===== src/bbx_pkg.sv =====
// ----------------------------------------------------------------------------
// bbx_pkg: shared types and constants of the bitmap bounding box
// payload structs, queue entry, control groups and register indexes
// ----------------------------------------------------------------------------
package bbx_pkg;

	localparam int COL_W  = 12;   // column / row coordinate width
	localparam int IW_W   = 13;   // image width register width
	localparam int RW_W   = 8;    // row words register width
	localparam int WPOS_W = 7;    // word position within a row
	localparam int BIT_W  = 5;    // bit index within a 32-bit word

	localparam logic [RW_W-1:0] ROW_WORDS_RESET   = 8'd1;
	localparam logic [RW_W-1:0] ROW_WORDS_MAX     = 8'd128;
	localparam logic [IW_W-1:0] IMAGE_WIDTH_RESET = 13'd32;

	// register indexes, selected by paddr[2]
	localparam logic REG_ROW_WORDS   = 1'b0;
	localparam logic REG_IMAGE_WIDTH = 1'b1;

	typedef struct packed {
		logic [31:0] pixel_word;
		logic        last_word;
	} in_item_t;

	typedef struct packed {
		logic             found;
		logic [COL_W-1:0] rect_left;
		logic [COL_W-1:0] rect_top;
		logic [COL_W-1:0] rect_width;
		logic [COL_W-1:0] rect_height;
		logic [COL_W-1:0] first_col;
		logic [COL_W-1:0] first_row;
		logic [COL_W-1:0] last_col;
		logic [COL_W-1:0] last_row;
	} out_item_t;

	// classified word as handed from front to back
	typedef struct packed {
		logic             nz;
		logic             last;
		logic [COL_W-1:0] lo_col;
		logic [COL_W-1:0] hi_col;
		logic [COL_W-1:0] row;
	} q_item_t;

	typedef struct packed {
		logic full;
		logic empty;
	} q_status_t;

	typedef struct packed {
		logic [IW_W-1:0] image_width;   // current register value
		logic            wr_en;         // image width written this cycle
		logic [IW_W-1:0] wr_value;
	} width_cfg_t;

endpackage


===== src/bitmap_bounding_box_top.sv =====
// ----------------------------------------------------------------------------
// bitmap_bounding_box_top: bounding box of a packed one-bit image
// streams raster words in, reports box and first/last set pixels per image
// ----------------------------------------------------------------------------
// usage
//   in channel: one 32-bit word of pixels per transfer in raster order,
//   bit k is column word*32+k; last_word marks the final word of an image
//   out channel: one result per image, sent after the word flagged last
//   apb port: row_words at 0x0, image_width at 0x4, write only while idle
// throughput
//   one word per clock while no last word waits on a stalled result; the back
//   end folds one word per cycle through a single compare-and-update step on the box registers
// result path
//   the transfer writes the last word into the queue; its pop moves it
//   through the back end into the result register, and a stalled result
//   or older queued words can hold that pop
// reset
//   row_words returns to 1, image_width to 32, all image state but the box registers is cleared
// stall
//   a stalled result holds; the front keeps taking words into the two-entry
//   queue and the back keeps folding words that do not end an image, so the
//   input is stalled only once the queue fills behind a waiting last word
// ----------------------------------------------------------------------------
module bitmap_bounding_box_top #(
	parameter int MAX_ROWS = 4096
) (
	input  logic               clk,
	input  logic               arst_n,
	input  logic               in_valid,
	output logic               in_stall,
	input  bbx_pkg::in_item_t  in_data,
	output logic               out_valid,
	input  logic               out_stall,
	output bbx_pkg::out_item_t out_data,
	input  logic               psel,
	input  logic               penable,
	input  logic               pwrite,
	input  logic [2:0]         paddr,
	input  logic [31:0]        pwdata,
	output logic [31:0]        prdata,
	output logic               pready
);

	logic [bbx_pkg::RW_W-1:0] row_words_q;
	logic [bbx_pkg::IW_W-1:0] image_width_q;
	logic                     cfg_wr;
	bbx_pkg::width_cfg_t      width_cfg;
	bbx_pkg::q_status_t       q_status;
	bbx_pkg::q_item_t         push_data;
	bbx_pkg::q_item_t         q_head;
	logic                     push;
	logic                     pop;

	// register file, writes complete on the access phase
	assign pready = 1'b1;
	assign cfg_wr = psel && penable && pwrite;

	always_ff @(posedge clk or negedge arst_n) begin
		if (!arst_n) begin
			row_words_q   <= bbx_pkg::ROW_WORDS_RESET;
			image_width_q <= bbx_pkg::IMAGE_WIDTH_RESET;
		end else if (cfg_wr) begin
			case (paddr[2])
				bbx_pkg::REG_ROW_WORDS:   row_words_q   <= pwdata[bbx_pkg::RW_W-1:0];
				bbx_pkg::REG_IMAGE_WIDTH: image_width_q <= pwdata[bbx_pkg::IW_W-1:0];
				default:                  row_words_q   <= row_words_q;
			endcase
		end
	end

	always_comb begin
		case (paddr[2])
			bbx_pkg::REG_ROW_WORDS:   prdata = {24'd0, row_words_q};
			bbx_pkg::REG_IMAGE_WIDTH: prdata = {19'd0, image_width_q};
			default:                  prdata = '0;
		endcase
	end

	// a width write also reloads the left minimum while nothing is seen and no word is folded
	always_comb begin
		width_cfg.image_width = image_width_q;
		width_cfg.wr_en       = cfg_wr && (paddr[2] == bbx_pkg::REG_IMAGE_WIDTH);
		width_cfg.wr_value    = pwdata[bbx_pkg::IW_W-1:0];
	end

	// front: position counting and priority encode
	bbx_front #(
		.MAX_ROWS (MAX_ROWS)
	) u_front (
		.clk       (clk),
		.arst_n    (arst_n),
		.in_valid  (in_valid),
		.in_stall  (in_stall),
		.in_data   (in_data),
		.row_words (row_words_q),
		.q_status  (q_status),
		.push      (push),
		.push_data (push_data)
	);

	// decoupling queue
	bbx_queue u_queue (
		.clk       (clk),
		.arst_n    (arst_n),
		.push      (push),
		.push_data (push_data),
		.pop       (pop),
		.head      (q_head),
		.status    (q_status)
	);

	// back: box accumulation and result register
	bbx_back u_back (
		.clk       (clk),
		.arst_n    (arst_n),
		.head      (q_head),
		.q_status  (q_status),
		.pop       (pop),
		.width_cfg (width_cfg),
		.out_valid (out_valid),
		.out_stall (out_stall),
		.out_data  (out_data)
	);

	// a word ending an image always produces a result next cycle
	a_last_gives_result: assert property (@(posedge clk) disable iff (!arst_n)
		pop && q_head.last |=> out_valid)
		else $error("no result after last word");

	// a waiting result is never overwritten by the next image
	a_no_overwrite: assert property (@(posedge clk) disable iff (!arst_n)
		out_valid && out_stall && !q_status.empty && q_head.last |-> !pop)
		else $error("result overwritten while stalled");

	// an empty image reports left, width, first column and last row as zero
	a_empty_zero: assert property (@(posedge clk) disable iff (!arst_n)
		out_valid && !out_data.found |-> out_data.rect_left == '0 &&
		out_data.rect_width == '0 && out_data.first_col == '0 &&
		out_data.last_row == '0)
		else $error("empty image with nonzero coordinates");

	// the front never pushes into a full queue
	a_no_overflow: assert property (@(posedge clk) disable iff (!arst_n)
		q_status.full |-> !push)
		else $error("push into full queue");

endmodule


===== src/bbx_front.sv =====
// ----------------------------------------------------------------------------
// bbx_front: word acceptor and classifier
// counts word and row position, priority-encodes each word into columns
// ----------------------------------------------------------------------------
module bbx_front #(
	parameter int MAX_ROWS = 4096
) (
	input  logic                     clk,
	input  logic                     arst_n,
	input  logic                     in_valid,
	output logic                     in_stall,
	input  bbx_pkg::in_item_t        in_data,
	input  logic [bbx_pkg::RW_W-1:0] row_words,
	input  bbx_pkg::q_status_t       q_status,
	output logic                     push,
	output bbx_pkg::q_item_t         push_data
);

	localparam int ROW_CW = (MAX_ROWS > 1) ? $clog2(MAX_ROWS) : 1;
	localparam logic [ROW_CW-1:0] ROW_LAST = ROW_CW'(MAX_ROWS - 1);

	logic [bbx_pkg::WPOS_W-1:0] wpos_q;
	logic [ROW_CW-1:0]          row_q;
	logic [bbx_pkg::WPOS_W-1:0] wpos_inc;
	logic [bbx_pkg::RW_W-1:0]   rw_eff;
	logic                       row_end;
	logic [bbx_pkg::BIT_W-1:0]  lo_bit;
	logic [bbx_pkg::BIT_W-1:0]  hi_bit;

	assign in_stall = q_status.full;
	assign push     = in_valid && !q_status.full;

	// zero acts as one, anything above the maximum is clamped
	always_comb begin
		if (row_words == '0) begin
			rw_eff = bbx_pkg::RW_W'(1);
		end else if (row_words > bbx_pkg::ROW_WORDS_MAX) begin
			rw_eff = bbx_pkg::ROW_WORDS_MAX;
		end else begin
			rw_eff = row_words;
		end
	end

	assign wpos_inc = wpos_q + 1'b1;
	assign row_end  = (wpos_inc == '0) || ({1'b0, wpos_inc} >= rw_eff);

	// lowest and highest set bit, 31 and 0 for an empty word
	always_comb begin
		lo_bit = 5'd31;
		hi_bit = 5'd0;
		for (int i = 31; i >= 0; i--) begin
			if (in_data.pixel_word[i]) begin
				lo_bit = 5'(i);
			end
		end
		for (int i = 0; i < 32; i++) begin
			if (in_data.pixel_word[i]) begin
				hi_bit = 5'(i);
			end
		end
	end

	always_comb begin
		push_data.nz     = (in_data.pixel_word != '0);
		push_data.last   = in_data.last_word;
		push_data.lo_col = {wpos_q, lo_bit};
		push_data.hi_col = {wpos_q, hi_bit};
		push_data.row    = bbx_pkg::COL_W'(row_q);
	end

	always_ff @(posedge clk or negedge arst_n) begin
		if (!arst_n) begin
			wpos_q <= '0;
			row_q  <= '0;
		end else if (push) begin
			if (in_data.last_word) begin
				wpos_q <= '0;
				row_q  <= '0;
			end else if (row_end) begin
				wpos_q <= '0;
				row_q  <= (row_q == ROW_LAST) ? '0 : row_q + 1'b1;
			end else begin
				wpos_q <= wpos_inc;
			end
		end
	end

endmodule


===== src/bbx_queue.sv =====
// ----------------------------------------------------------------------------
// bbx_queue: two-entry queue between front and back
// ----------------------------------------------------------------------------
module bbx_queue (
	input  logic               clk,
	input  logic               arst_n,
	input  logic               push,
	input  bbx_pkg::q_item_t   push_data,
	input  logic               pop,
	output bbx_pkg::q_item_t   head,
	output bbx_pkg::q_status_t status
);

	bbx_pkg::q_item_t entry_q [2];
	logic       wr_ptr_q;
	logic       rd_ptr_q;
	logic [1:0] count_q;

	assign head         = entry_q[rd_ptr_q];
	assign status.full  = (count_q == 2'd2);
	assign status.empty = (count_q == 2'd0);

	always_ff @(posedge clk) begin
		if (push) begin
			entry_q[wr_ptr_q] <= push_data;
		end
	end

	always_ff @(posedge clk or negedge arst_n) begin
		if (!arst_n) begin
			wr_ptr_q <= 1'b0;
			rd_ptr_q <= 1'b0;
			count_q  <= 2'd0;
		end else begin
			if (push) begin
				wr_ptr_q <= !wr_ptr_q;
			end
			if (pop) begin
				rd_ptr_q <= !rd_ptr_q;
			end
			case ({push, pop})
				2'b10:   count_q <= count_q + 2'd1;
				2'b01:   count_q <= count_q - 2'd1;
				default: count_q <= count_q;
			endcase
		end
	end

endmodule


===== src/bbx_back.sv =====
// ----------------------------------------------------------------------------
// bbx_back: box accumulator and result register
// folds classified words into the box and emits one result per image
// ----------------------------------------------------------------------------
module bbx_back (
	input  logic                clk,
	input  logic                arst_n,
	input  bbx_pkg::q_item_t    head,
	input  bbx_pkg::q_status_t  q_status,
	output logic                pop,
	input  bbx_pkg::width_cfg_t width_cfg,
	output logic                out_valid,
	input  logic                out_stall,
	output bbx_pkg::out_item_t  out_data
);

	logic                        seen_q, seen_n;
	logic [bbx_pkg::IW_W-1:0]    min_col_q, min_col_n;
	logic [bbx_pkg::COL_W-1:0]   max_col_q, max_col_n;
	logic [bbx_pkg::COL_W-1:0]   min_row_q, min_row_n;
	logic [bbx_pkg::COL_W-1:0]   max_row_q, max_row_n;
	logic [bbx_pkg::COL_W-1:0]   first_col_q, first_col_n;
	logic [bbx_pkg::COL_W-1:0]   first_row_q, first_row_n;
	logic [bbx_pkg::COL_W-1:0]   last_col_q, last_col_n;
	logic [bbx_pkg::COL_W-1:0]   last_row_q, last_row_n;
	logic                        out_valid_q;
	bbx_pkg::out_item_t          out_data_q;
	bbx_pkg::out_item_t          result;

	// a word that ends an image needs the result register free
	assign pop = !q_status.empty && (!head.last || !out_valid_q || !out_stall);

	always_comb begin
		seen_n      = seen_q;
		min_col_n   = min_col_q;
		max_col_n   = max_col_q;
		min_row_n   = min_row_q;
		max_row_n   = max_row_q;
		first_col_n = first_col_q;
		first_row_n = first_row_q;
		last_col_n  = last_col_q;
		last_row_n  = last_row_q;
		if (head.nz) begin
			if (!seen_q) begin
				seen_n      = 1'b1;
				min_row_n   = head.row;
				max_row_n   = head.row;
				max_col_n   = head.hi_col;
				first_col_n = head.lo_col;
				first_row_n = head.row;
			end else begin
				if (head.row < min_row_q) begin
					min_row_n = head.row;
				end
				if (head.row > max_row_q) begin
					max_row_n = head.row;
				end
				if (head.hi_col > max_col_q) begin
					max_col_n = head.hi_col;
				end
			end
			if ({1'b0, head.lo_col} < min_col_q) begin
				min_col_n = {1'b0, head.lo_col};
			end
			last_col_n = head.hi_col;
			last_row_n = head.row;
		end
	end

	always_comb begin
		if (seen_n) begin
			result.found       = 1'b1;
			result.rect_left   = min_col_n[bbx_pkg::COL_W-1:0];
			result.rect_top    = min_row_n;
			result.rect_width  = max_col_n - min_col_n[bbx_pkg::COL_W-1:0];
			result.rect_height = max_row_n - min_row_n;
			result.first_col   = first_col_n;
			result.first_row   = first_row_n;
			result.last_col    = last_col_n;
			result.last_row    = last_row_n;
		end else begin
			result = '0;
		end
	end

	always_ff @(posedge clk or negedge arst_n) begin
		if (!arst_n) begin
			seen_q    <= 1'b0;
			min_col_q <= bbx_pkg::IMAGE_WIDTH_RESET;
		end else if (pop) begin
			if (head.last) begin
				seen_q    <= 1'b0;
				min_col_q <= width_cfg.image_width;
			end else begin
				seen_q    <= seen_n;
				min_col_q <= min_col_n;
			end
		end else if (width_cfg.wr_en && !seen_q) begin
			min_col_q <= width_cfg.wr_value;
		end
	end

	// only meaningful once a set pixel is seen
	always_ff @(posedge clk) begin
		if (pop) begin
			max_col_q   <= max_col_n;
			min_row_q   <= min_row_n;
			max_row_q   <= max_row_n;
			first_col_q <= first_col_n;
			first_row_q <= first_row_n;
			last_col_q  <= last_col_n;
			last_row_q  <= last_row_n;
		end
	end

	always_ff @(posedge clk or negedge arst_n) begin
		if (!arst_n) begin
			out_valid_q <= 1'b0;
		end else if (pop && head.last) begin
			out_valid_q <= 1'b1;
		end else if (!out_stall) begin
			out_valid_q <= 1'b0;
		end
	end

	always_ff @(posedge clk) begin
		if (pop && head.last) begin
			out_data_q <= result;
		end
	end

	assign out_valid = out_valid_q;
	assign out_data  = out_data_q;

endmodule


===== config.mk =====
export PLATFORM = sky130hd
export DESIGN_NAME = bitmap_bounding_box_top
export DESIGN_NICKNAME = d
export VERILOG_FILES = /design/src/bbx_pkg.sv /design/src/bitmap_bounding_box_top.sv /design/src/bbx_front.sv /design/src/bbx_queue.sv /design/src/bbx_back.sv
export SDC_FILE = /design/constraint.sdc
export NUM_CORES = 1
export LEC_CHECK = 0
export BUFFER_PORTS_ARGS = -buffer_cell sky130_fd_sc_hd__buf_2
export CORE_MARGIN = 2
export CORE_UTILIZATION = 52
export CTS_CLUSTER_DIAMETER = 80
export CTS_CLUSTER_SIZE = 40
export DETAILED_ROUTE_END_ITERATION = 6
export GPL_TIMING_DRIVEN = 0
export HOLD_SLACK_MARGIN = 0.08
export PLACE_DENSITY = 0.73
export SLEW_MARGIN = 20
export SYNTH_ARGS = -nofsm -noshare
export SYNTH_HDL_FRONTEND = slang
export SYNTH_SLANG_ARGS = --single-unit

===== constraint.sdc =====
create_clock -name clk -period 6.45 [get_ports clk]
set_input_delay 0.3225 -clock clk [delete_from_list [all_inputs] [get_ports clk]]
set_output_delay 0.3225 -clock clk [all_outputs]
set_load 0.01 [all_outputs]

### Yosys cells after proc, flatten, opt, wreduce, memory -nomap -nowiden

Memory sizes are Yosys's and may differ from the RTL's.
Cells that the tools add are included.

| operators by class | value |
|---|---|
| add/sub/neg operators | 6 |
| order comparisons | 6 |
| equality and inequality tests | 7 |
| muxes and demuxes | 98 |
| bitwise logic cells | 1 |
| reductions and logical operators | 29 |

Operators by type and width:

| operator | count |
|---|---|
| $mux W12 | 18 |
| $mux W5 | 32 |
| $mux W97 | 1 |
| $mux W13 | 5 |
| $mux W4 | 16 |
| $pmux W32 S2 | 1 |
| $reduce_bool A32 Y1 | 1 |
| $gt A12 B12 Y1 | 2 |
| $mux W3 | 8 |
| $sub A12 B12 Y12 | 2 |
| $mux W8 | 2 |
| $mux W7 | 2 |
| $lt A12 B13 Y1 | 1 |
| $add A12 B1 Y12 const B | 1 |
| $eq A12 B12 Y1 const B | 1 |
| $lt A12 B12 Y1 | 1 |
| $ge A7 B8 Y1 | 1 |
| $gt A8 B8 Y1 const B | 1 |
| $logic_not A1 Y1 | 8 |
| $logic_not A8 Y1 | 1 |
| $mux W1 | 8 |
| $mux W2 | 4 |
| $add A7 B1 Y7 const B | 1 |
| $logic_and A1 B1 Y1 | 7 |
| 14 further kinds | 22 |

| word-level totals | value |
|---|---|
| bits in registers | 240 |
| RAM bits | 76 |
| output and inout bits | 132 |
| word-level logic and storage cells | 175 |
| memories kept | 1 |

Memories:

| memory | depth | width | rd ports | clocked after Yosys merged registers in | write ports | line | RTL |
|---|---|---|---|---|---|---|---|
| u_queue.entry_q | 2 | 38 | 1 | 0 | 1 | bbx_queue.sv:14 | `bbx_pkg::q_item_t entry_q [2];` |

### Longest topological paths before layout

Gate-level depths: netlist of run 1.

| depth | value |
|---|---|
| depth after elaboration | 31 |
| depth in mapped cells | 24 |
| depth with buffers taken out | 20 |

### Cells and area by module

From an unflattened synthesis of run 1, not the netlist that was laid out.

| second synthesis, totals | value |
|---|---|
| cell total of the unflattened synthesis | 1,353 |
| area, all modules | 16,214.3 um^2 |

By module, submodules not included:

| module | times used | cells an instance | area each (um^2) | sequential area each (um^2) |
|---|---|---|---|---|
| bbx_back | 1 | 867 | 10,136.0 | 5,811.8 |
| bbx_queue | 1 | 134 | 2,972.9 | 2,382.3 |
| bbx_front | 1 | 270 | 1,980.6 | 475.5 |
| bitmap_bounding_box_top | 1 | 82 | 1,124.8 | 528.0 |

### Worst setup path before layout of run 1

No wires, ideal clock.

| path | value |
|---|---|
| kind | reg2reg |
| start | register u_queue.rd_ptr_q |
| end | register u_back.out_data_q, in the netlist u_back.out_data[70] (data pin) |
| library setup time | 266 ps |
| arrival time | 5,288 ps |
| slack | 897 ps |
| stages on the path, launching flop included | 25 |
| buffers on the path | 4 |
| cells stage by stage | dfrtp_1 > buf_6 > buf_12 > clkbuf_1 > mux2i_1 > inv_1 > ha_1 > nand3_1 > nor2_1 > a21boi_0 > nor2_1 > o21ba_2 > o31ai_1 > buf_2 > mux2i_1 > ha_1 > inv_1 > fa_1 > a21o_1 > a21oi_1 > o21bai_1 > a2111o_1 > a41oi_1 > xor2_1 > nor2_1 |

| between the ends | value |
|---|---|
| longest elaborated chain between the ends | 6 |

Ends and longest elaborated chain:

| item | line | RTL |
|---|---|---|
| from (decl) | bbx_queue.sv:16 | `logic rd_ptr_q;` |
| from (signal assigned) | bbx_queue.sv:39 | `rd_ptr_q <= !rd_ptr_q;` |
| $mem_v2 Z2 W38 * | -- |  |
| $gt A12 B12 Y1 | bbx_back.sv:58 | `if (head.hi_col > max_col_q) begin` |
| $mux W12 | bbx_back.sv:58 |  |
| $mux W12 | bbx_back.sv:44 | `if (!seen_q) begin` |
| $mux W12 | bbx_back.sv:43 | `if (head.nz) begin` |
| $sub A12 B12 Y12 | bbx_back.sv:75 | `result.rect_width = max_col_n - min_col_n[bbx_pkg::COL_W-1:0];` |
| to (signal assigned) | bbx_back.sv:128 | `out_data_q <= result;` |
| to (decl) | bbx_back.sv:27 | `bbx_pkg::out_item_t out_data_q;` |

Mark *: on every way between the ends. The rest lies on a longest branch, timed or not. The select of a mux whose other input is x is not followed.
A chain may end at the register's enable or synchronous reset.

### Worst setup path in the final report of run 1

| path | value |
|---|---|
| start | register u_queue.rd_ptr_q |
| end | register u_back.out_data_q, in the netlist u_back.out_data[59] (data pin) |

| between the ends | value |
|---|---|
| longest elaborated chain between the ends | 6 |

Ends and longest elaborated chain:

| item | line | RTL |
|---|---|---|
| $mem_v2 Z2 W38 * | -- |  |
| $gt A12 B12 Y1 | bbx_back.sv:55 | `if (head.row > max_row_q) begin` |
| $mux W12 | bbx_back.sv:55 |  |
| $mux W12 | bbx_back.sv:44 |  |
| $mux W12 * | bbx_back.sv:43 |  |
| via u_back.max_row_n, one bit | bbx_back.sv:21 | `logic [bbx_pkg::COL_W-1:0] max_row_q, max_row_n;` |
| $sub A12 B12 Y12 * | bbx_back.sv:76 | `result.rect_height = max_row_n - min_row_n;` |

Mark *: on every way through the listed nets, which the timed path passes. The rest lies on a longest branch.

==> results of run 1 <==
-- synthesized netlist by cell type, types with 17 or more instances --
master      n
ha_1       78
nor2_1    130
nand3_1    21
and2_1     59
mux2_2     37
a21o_1     20
nor3_1     17
inv_1     104
dfrtp_1    56
mux2i_1    46
edfxtp_1  243
nand2_1    79
clkbuf_1   36
a21oi_1    83
o21ai_0    67
buf_4      21
-- state kept, by name (all words and copies together) (netlist names), 13 cells and up --
register,cells
image_width_q,13
u_back.min_col_q,13
u_back.out_data,97
u_queue.entry_q,62
-- worst max-delay path by stage --
stage,startpoint,slack (ps),cells after the start,endpoint
2_1_floorplan,u_queue.rd_ptr_q$_DFFE_PN0P_,900,24,u_back.out_data[70]$_SDFFCE_PP0P_
5_1_grt,u_queue.rd_ptr_q$_DFFE_PN0P_,-40,24,u_back.out_data[70]$_SDFFCE_PP0P_
6_report,u_queue.rd_ptr_q$_DFFE_PN0P_,360,21,u_back.out_data[59]$_SDFFCE_PP0P_
3_3_place_gp,u_queue.rd_ptr_q$_DFFE_PN0P_,-480,21,u_back.out_data[71]$_SDFFCE_PP0P_
4_1_cts,u_queue.rd_ptr_q$_DFFE_PN0P_,30,24,u_back.out_data[70]$_SDFFCE_PP0P_
3_5_place_dp,u_queue.rd_ptr_q$_DFFE_PN0P_,-640,21,u_back.out_data[71]$_SDFFCE_PP0P_
-- final cells by class --
cell class,count,share of cell area (%)
Sequential cell,302,49.35
Multi-Input combinational cell,869,33.97
Timing Repair Buffer,191,6.669
Tap cell,384,2.702
Inverter,104,2.195
Clock buffer,17,2.153
Buffer,64,2.068
Clock inverter,9,0.8864
-- worst max-delay path, delay by kind of cell, from the launching register on --
family / cells / cell delay (ps)
adders and majority gates: 2 / 620
AOI/OAI and AO/OA: 9 / 2270
buffers and inverters: 5 / 1150
DFF: 1 / 370
xor gates and xnor gates: 1 / 190
and+or+nand+nor: 2 / 290
muxes: 2 / 900
-- metrics by stage --
stage | setup WS [ps] | TNS [ps] | power, µW | std cells | utilization, %
2_1_floorplan | 896.5 | 0 | 8119 | 1339 | -
3_3_place_gp | -480.5 | -1997 | 9791 | 1887 | 57.91
3_5_place_dp | -643.0 | -2905 | 10030 | 1895 | 58.61
4_1_cts | 27.35 | 0 | 11260 | 1937 | 61.12
5_1_grt | -35.96 | -35.96 | 12160 | 1940 | 61.46
6_report | 363.9 | 0 | 11340 | 1940 | 61.46
-- logic make-up (layout without fill, tap and decap cells) --
group / after synthesis / in the layout / synth area share (%)
mux: 88 / 88 / 6.229
compound gates: 277 / 277 / 11.84
simple gates: 379 / 379 / 11.98
other cells: 2 / 20 / 0.04881
flops: 302 / 302 / 57.04
buf+inv: 168 / 385 / 4.838
fa+ha+maj: 80 / 80 / 6.603
xor+xnor: 25 / 25 / 1.423
-- power by group through the flow --
| stage | combinational [µW] | sequential [µW] | clock, µW |
|---|---|---|---|
| 4_1_cts | 6220 | 3820 | 1210 |
| 3_5_place_dp | 6170 | 3860 | 0 |
| 6_report | 6320 | 3830 | 1190 |
| 3_3_place_gp | 5870 | 3920 | 0 |
| 2_1_floorplan | 4100 | 4020 | 0 |
| 5_1_grt | 6980 | 3910 | 1270 |
-- what timing repair did --
action / in CTS / in global routing
endpoints found under the setup margin: 7 / 9
setup buffers: 0 / 3
gates resized for setup: 8 / 23
hold buffers: 16 / 0
endpoints found under the hold margin: 75 / 0
-- per-layer routing --
layer / global-route usage, % / vias up / part of all wire [%]
met3: 2.369 / 49 / 5.7
met2: 37.57 / 368 / 48
li1: - / 5180 / -
met5: 0 / - / 0
met1: 32.55 / 5265 / 44
met4: 6.612 / 0 / 2.3
==> out/qor.csv, run 1 <==
stage,metric,value,unit
status,run status,finished clean,
global_route,GRT Residual Overflow,0,
route,Routed WL,36.33,mm
cts,CTS max path bufs,3,
setup_path,startpoint types,flop,
cts,CTS H-tree depth,1,
worst_hold_path,Hold Path Depth,3,
route,First-pass DRT Iterations,6,
setup_path,critical-path cell with the highest stage delay,mux2i_1,
cts,TritonCTS clock tree,built,
setup_path,peak per-stage delay on the critical path,580,ps
setup_path,Worst EP arrival,6360,ps
power,Pleak,0.007553,µW
synth,Post-synth ARST share,19.54,%
synth,mapped cell area,15390,µm²
sta,"Slew Viols, Final",0,
placed_design,post-placement cell area,16960,µm²
setup_path,"critical path, cell by cell",buf_6 -> buf_12 -> clkbuf_4 -> mux2i_1 -> inv_1 -> ha_1 -> and2_1 -> a221o_1 -> a221oi_2 -> a21o_1 -> a21oi_1 -> clkbuf_2 -> a21oi_1 -> ha_1 -> nor2b_1 -> o21a_1 -> o21ai_0 -> a21oi_1 -> o31ai_1 -> xnor2_1 -> mux2_4,
floorplanning,row cnt,62,
sta,hold slack,178.4,ps
cts,Clock Sinks,302,
synth,sequential share of the synthesized area,57.04,%
sta,Final min period,6086,ps
synth,ys flop type,edfxtp_1,
setup_path,Crit Path Class,reg2reg,
sta,final setup violation count,0,
placed_design,I/O Buffers,164,
floorplanning,die width,176.0,µm
sta,Peak Freq,164.3,MHz
floorplanning,die area,30980,µm²
setup_path,critical path peak fanout,10,
final_layout,Inserted Diodes,0,
power,Power per Cell Area,637.5,nW/µm²
synth,"top cells by area, synth","edfxtp_1 (47%), dfrtp_1 (9.1%), ha_1 (6.3%)",
final_layout,net count reported at finish,1702,
global_route,number of global-route vias before repair,10140,
synth,cell taking the most area after synthesis,edfxtp_1,
synth,post-synthesis area per instance,11.65,µm²
worst_hold_path,Min-Delay Endpoint,u_queue.entry_q[0][14]$_DFFE_PP_,
setup_path,reg2reg end,u_back.out_data[59]$_SDFFCE_PP0P_,
route,via count,10860,
final_layout,Reg area,8777,µm²
power,switching pwr,4815,µW
final_layout,"most common cell after layout, fill and taps aside",edfxtp_1,
cts,CTS root buf,clkbuf_16,
final_layout,layout cell share with drive strength beyond 1,20.12,%
synth,Synth warnings,0,
setup_path,"reg-to-reg slack, setup",360,ps
route,via-per-instance ratio,5.599,
power,sequential power share,33.8,%
power,Clk pwr share,10.5,%
placed_design,Final GP Congestion,0.8569,
final_layout,footprint of the multi-input gates,6042,µm²
route,number of DRC markers in iteration 0,1056,
worst_hold_path,worst min path class,in2reg,
power,Logic pwr share,55.7,%
setup_path,CP dominant cell by count,a21oi_1,
global_route,largest net degree at the start of global routing,60,
sta,final number of hold-violating endpoints,0,
route,drc violations,0,
route,DR WL/cell,18.72,µm
sta,clk_skew,52.53,ps
setup_path,CP endpoint kind,flop,
synth,area share of the largest cell type after synthesis,47.42,%
power,Internal,6522,µW
final_layout,most frequent cells in the layout,"edfxtp_1 (243), buf_2 (166), nor2_1 (128), inv_1 (104), a21oi_1 (83)",
synth,"EDFF count, synth",243,
global_route,first-pass GRT wire length,55.50,mm
synth,synth unique cells,78,
sta,slew margin rel.,42.77,%
floorplanning,IO Pins,207,
worst_hold_path,hold path startpoint,in_data[32],
cts,clk slew on worst S/H paths,130,ps
synth,#FFs+latches synth,302,
cts,clock latency on the worst-skew pair,550,ps
flow_run,Max Cap Violations,0,
final_layout,Fillers,2331,
setup_path,reg-to-reg critical path startpoint,u_queue.rd_ptr_q$_DFFE_PN0P_,
global_route,antenna violations before repair,0,
synth,Syn Inst Count,1321,
floorplanning,die outline height,176.0,µm
cts,CTS buffer count,15,
final_layout,Layout area overhead,15.58,%
floorplanning,Starting Density,53.18,%
power,maximum vdd ir drop,0.3359,mV
setup_path,"Req. time, crit path",6720,ps
sta,Final period util,94.36,%
placed_design,DP Wirelength,26.98,mm
floorplanning,Std-Cell Core Area,28940,µm²
final_layout,Finished Cell Area,17780,µm²
global_route,Overall Global Routing Usage,22.88,%
power,Sw Ratio,42.47,%
setup_path,reg2reg path depth,21,
route,Final ANT Viol Nets,0,
sta,worst slew pin tran,834.6,ps
Power figures use the tool's default switching activity.
==> run 2: changes to the inputs <==
--- a/config.mk
+++ b/config.mk
@@ -6,4 +6,5 @@
 export NUM_CORES = 1
 export LEC_CHECK = 0
+export ABC_AREA = 1
 export BUFFER_PORTS_ARGS = -buffer_cell sky130_fd_sc_hd__buf_2
 export CORE_MARGIN = 2
==> constraint.sdc (replaced) <==
create_clock -name clk -period 6.45 [get_ports clk]
set_input_delay 0.645 -clock clk [delete_from_list [all_inputs] [get_ports clk]]
set_output_delay 0.645 -clock clk [all_outputs]
set_load 0.01 [all_outputs]
==> run 2 against run 1 <==
Non-clock buffer count is 20 lower. Hold slack improved by 210 ps. Final cell count increased by 11%.
==> out/qor.csv, run 2 <==
stage,metric,value,unit
status,run status,finished clean,
sta,Peak Freq,169.1,MHz
route,Final ANT Viol Nets,0,
cts,CTS root buf,clkbuf_16,
setup_path,critical-path cell with the highest stage delay,o21ai_0,
final_layout,Fillers,2416,
global_route,GRT Residual Overflow,0,
synth,mux contribution to synthesized area,0.3611,%
cts,Clock Sinks,302,
final_layout,end-of-flow core utilization,60.15,%
route,via count,11380,
floorplanning,Starting Density,52.97,%
final_layout,net count reported at finish,1919,
sta,final setup violation count,0,
sta,hold slack,388.7,ps
placed_design,post-placement cell area,16770,µm²
route,number of DRC markers in iteration 0,1025,
setup_path,critical path peak fanout,10,
flow_run,Max Cap Violations,0,
cts,CTS H-tree depth,1,
setup_path,"reg-to-reg slack, setup",530,ps
cts,CTS buffer count,14,
sta,Final period util,91.71,%
setup_path,peak per-stage delay on the critical path,650,ps
global_route,first-pass GRT wire length,54.88,mm
route,DR WL/cell,16.25,µm
placed_design,DP Wirelength,26.38,mm
sta,setup TNS,0,ps
global_route,antenna violations before repair,0,
route,Routed WL,35.04,mm
global_route,Overall Global Routing Usage,22.57,%
final_layout,Inserted Diodes,0,
synth,"top cells by area, synth","edfxtp_1 (48%), dfrtp_1 (9.2%), nand2_1 (8.3%)",
synth,cell taking the most area after synthesis,edfxtp_1,
synth,most common cell in the netlist,nand2_1,
floorplanning,row cnt,62,
setup_path,"Req. time, crit path",6800,ps
synth,sequential share of the synthesized area,57.58,%
route,drc violations,0,
final_layout,Reg area,8777,µm²
setup_path,CP endpoint kind,flop,
global_route,number of global-route vias before repair,10700,
final_layout,layout cell share with drive strength beyond 1,16.87,%
setup_path,CP dominant cell by count,nand2_1,
synth,mapped cell area,15240,µm²
sta,final number of hold-violating endpoints,0,
global_route,largest net degree at the start of global routing,59,
synth,Post-Synth Adder-Cell Area,6.664,%
worst_hold_path,Hold Path Depth,2,
setup_path,startpoint types,flop,
setup_path,reg-to-reg critical path startpoint,u_queue.rd_ptr_q$_DFFE_PN0P_,
floorplanning,die outline height,175.2,µm
synth,Simple-Gate Fraction of Synth Area,15.25,%
sta,"Slew Viols, Final",0,
final_layout,"most common cell after layout, fill and taps aside",nand2_1,
synth,synth unique cells,57,
cts,TritonCTS clock tree,built,
setup_path,Worst EP arrival,6260,ps
floorplanning,die width,175.2,µm
synth,Post-synth ARST share,19.54,%
cts,CTS max path bufs,3,
synth,#FFs+latches synth,302,
floorplanning,die area,30700,µm²
setup_path,Crit Path Class,reg2reg,
synth,Synth warnings,0,
synth,area share of the largest cell type after synthesis,47.87,%
final_layout,Finished Cell Area,17310,µm²
sta,clk_skew,15.90,ps
sta,slew margin rel.,35.63,%
setup_path,reg2reg path depth,31,
route,First-pass DRT Iterations,5,
floorplanning,Std-Cell Core Area,28780,µm²
final_layout,most frequent cells in the layout,"nand2_1 (336), edfxtp_1 (243), inv_1 (229), buf_2 (167), o21ai_0 (159)",
synth,Compound-Gate Fraction of Synth Area,11.63,%
worst_hold_path,Min-Delay Endpoint,image_width_q[10]$_DFFE_PN0P_,
final_layout,footprint of the multi-input gates,5370,µm²
synth,post-synthesis area per instance,9.772,µm²
cts,clock latency on the worst-skew pair,510,ps
worst_hold_path,hold path startpoint,pwdata[10],
sta,worst slew pin tran,955.5,ps
synth,ys flop type,edfxtp_1,
cts,clk slew on worst S/H paths,120,ps
final_layout,flip-flop count of the largest register after layout,97,
worst_hold_path,worst min path class,in2reg,
floorplanning,IO Pins,207,
route,via-per-instance ratio,5.277,
synth,largest family of logic cells by synthesized area,simple AND/OR/NAND/NOR gates,
sta,RSZ-0062 raised after global routing,false,
placed_design,I/O Buffers,165,
synth,xor and xnor area share after synthesis,0.4596,%
synth,"EDFF count, synth",243,
placed_design,Final GP Congestion,0.9018,
sta,Final min period,5915,ps
final_layout,Layout area overhead,13.56,%
synth,Syn Inst Count,1560,
synth,most frequent cells after synthesis,"nand2_1 (336), edfxtp_1 (243), inv_1 (230)",
setup_path,reg2reg end,u_back.out_data[59]$_SDFFCE_PP0P_,
-- run 2: cell count changes after synthesis, moves of 12 or more --
| cell | delta |
|---|---|
| mux2i_1 | -45 |
| o21ai_0 | +99 |
| and3_1 | -12 |
| nand2_1 | +257 |
| mux2_2 | -33 |
| inv_1 | +126 |
| nor2_1 | -26 |
| or2_2 | +25 |
| and2_1 | -35 |
| nand2b_1 | -15 |
| xnor2_1 | -13 |
| a21o_1 | -18 |
-- run 2: metal layers --
metal | part of all wire, % | vias to the layer above | GRT usage (%)
li1 | - | 5575 | -
met1 | 44 | 5370 | 32.33
met2 | 47 | 389 | 36.58
met3 | 6.5 | 43 | 2.611
met4 | 2.3 | 0 | 6.319
met5 | 0 | - | 0
-- run 2: worst max-delay path by stage --
stage,startpoint,to,slack (ps),depth (start not counted)
2_1_floorplan,u_queue.rd_ptr_q$_DFFE_PN0P_,u_back.out_data[59]$_SDFFCE_PP0P_,1570,38
3_3_place_gp,u_queue.rd_ptr_q$_DFFE_PN0P_,u_back.min_col_q[8]$_DFFE_PN0P_,-540,11
3_5_place_dp,u_queue.rd_ptr_q$_DFFE_PN0P_,u_back.out_data[59]$_SDFFCE_PP0P_,-140,38
4_1_cts,u_queue.rd_ptr_q$_DFFE_PN0P_,u_back.out_data[59]$_SDFFCE_PP0P_,8,38
5_1_grt,u_queue.rd_ptr_q$_DFFE_PN0P_,u_back.out_data[58]$_SDFFCE_PP0P_,8,32
6_report,u_queue.rd_ptr_q$_DFFE_PN0P_,u_back.out_data[59]$_SDFFCE_PP0P_,530,31
-- run 2: layout make-up --
type	instances	area share, %
repair buffers	171	5.551
clock inverters	9	0.6288
well taps	384	2.775
inverters	235	5.110
plain buffers	64	2.045
clock buffers	15	2.168
flip-flops and latches	302	50.70
multi-input cells	976	31.02
-- run 2: critical path: cells and delay by family, from the launching register on --
family,cells,cell delay (ps)
AOI/OAI and AO/OA,9,2000
buffers and inverters,6,1140
DFF,1,440
and+or+nand+nor,14,1470
adders and majority gates,2,690
-- run 2: logic make-up (layout without fill, tap and decap cells) --
family,Yosys count,after routing
xor+xnor,8,8
other cells,2,20
mux,5,5
flops,302,302
fa+ha+maj,80,80
simple gates,548,548
compound gates,315,315
buf+inv,300,494
-- run 2: what timing repair did --
| action | in CTS | in global routing |
|---|---|---|
| setup buffers | 0 | 0 |
| hold buffers | 1 | 0 |
| gates resized for setup | 6 | 25 |
| setup endpoints to repair | 2 | 6 |
| endpoints found under the hold margin | 28 | 0 |
-- run 2: metrics by stage --
stage	worst slack, ps	std cells
6_report	534.7	2156
3_3_place_gp	-541.5	2127
4_1_cts	7.603	2157
3_5_place_dp	-142.2	2132
5_1_grt	7.575	2156
2_1_floorplan	1570	1578
Power of run 2 is not shown: default switching activity piles up to over one toggle a cycle in this logic, so the estimate is an artifact.
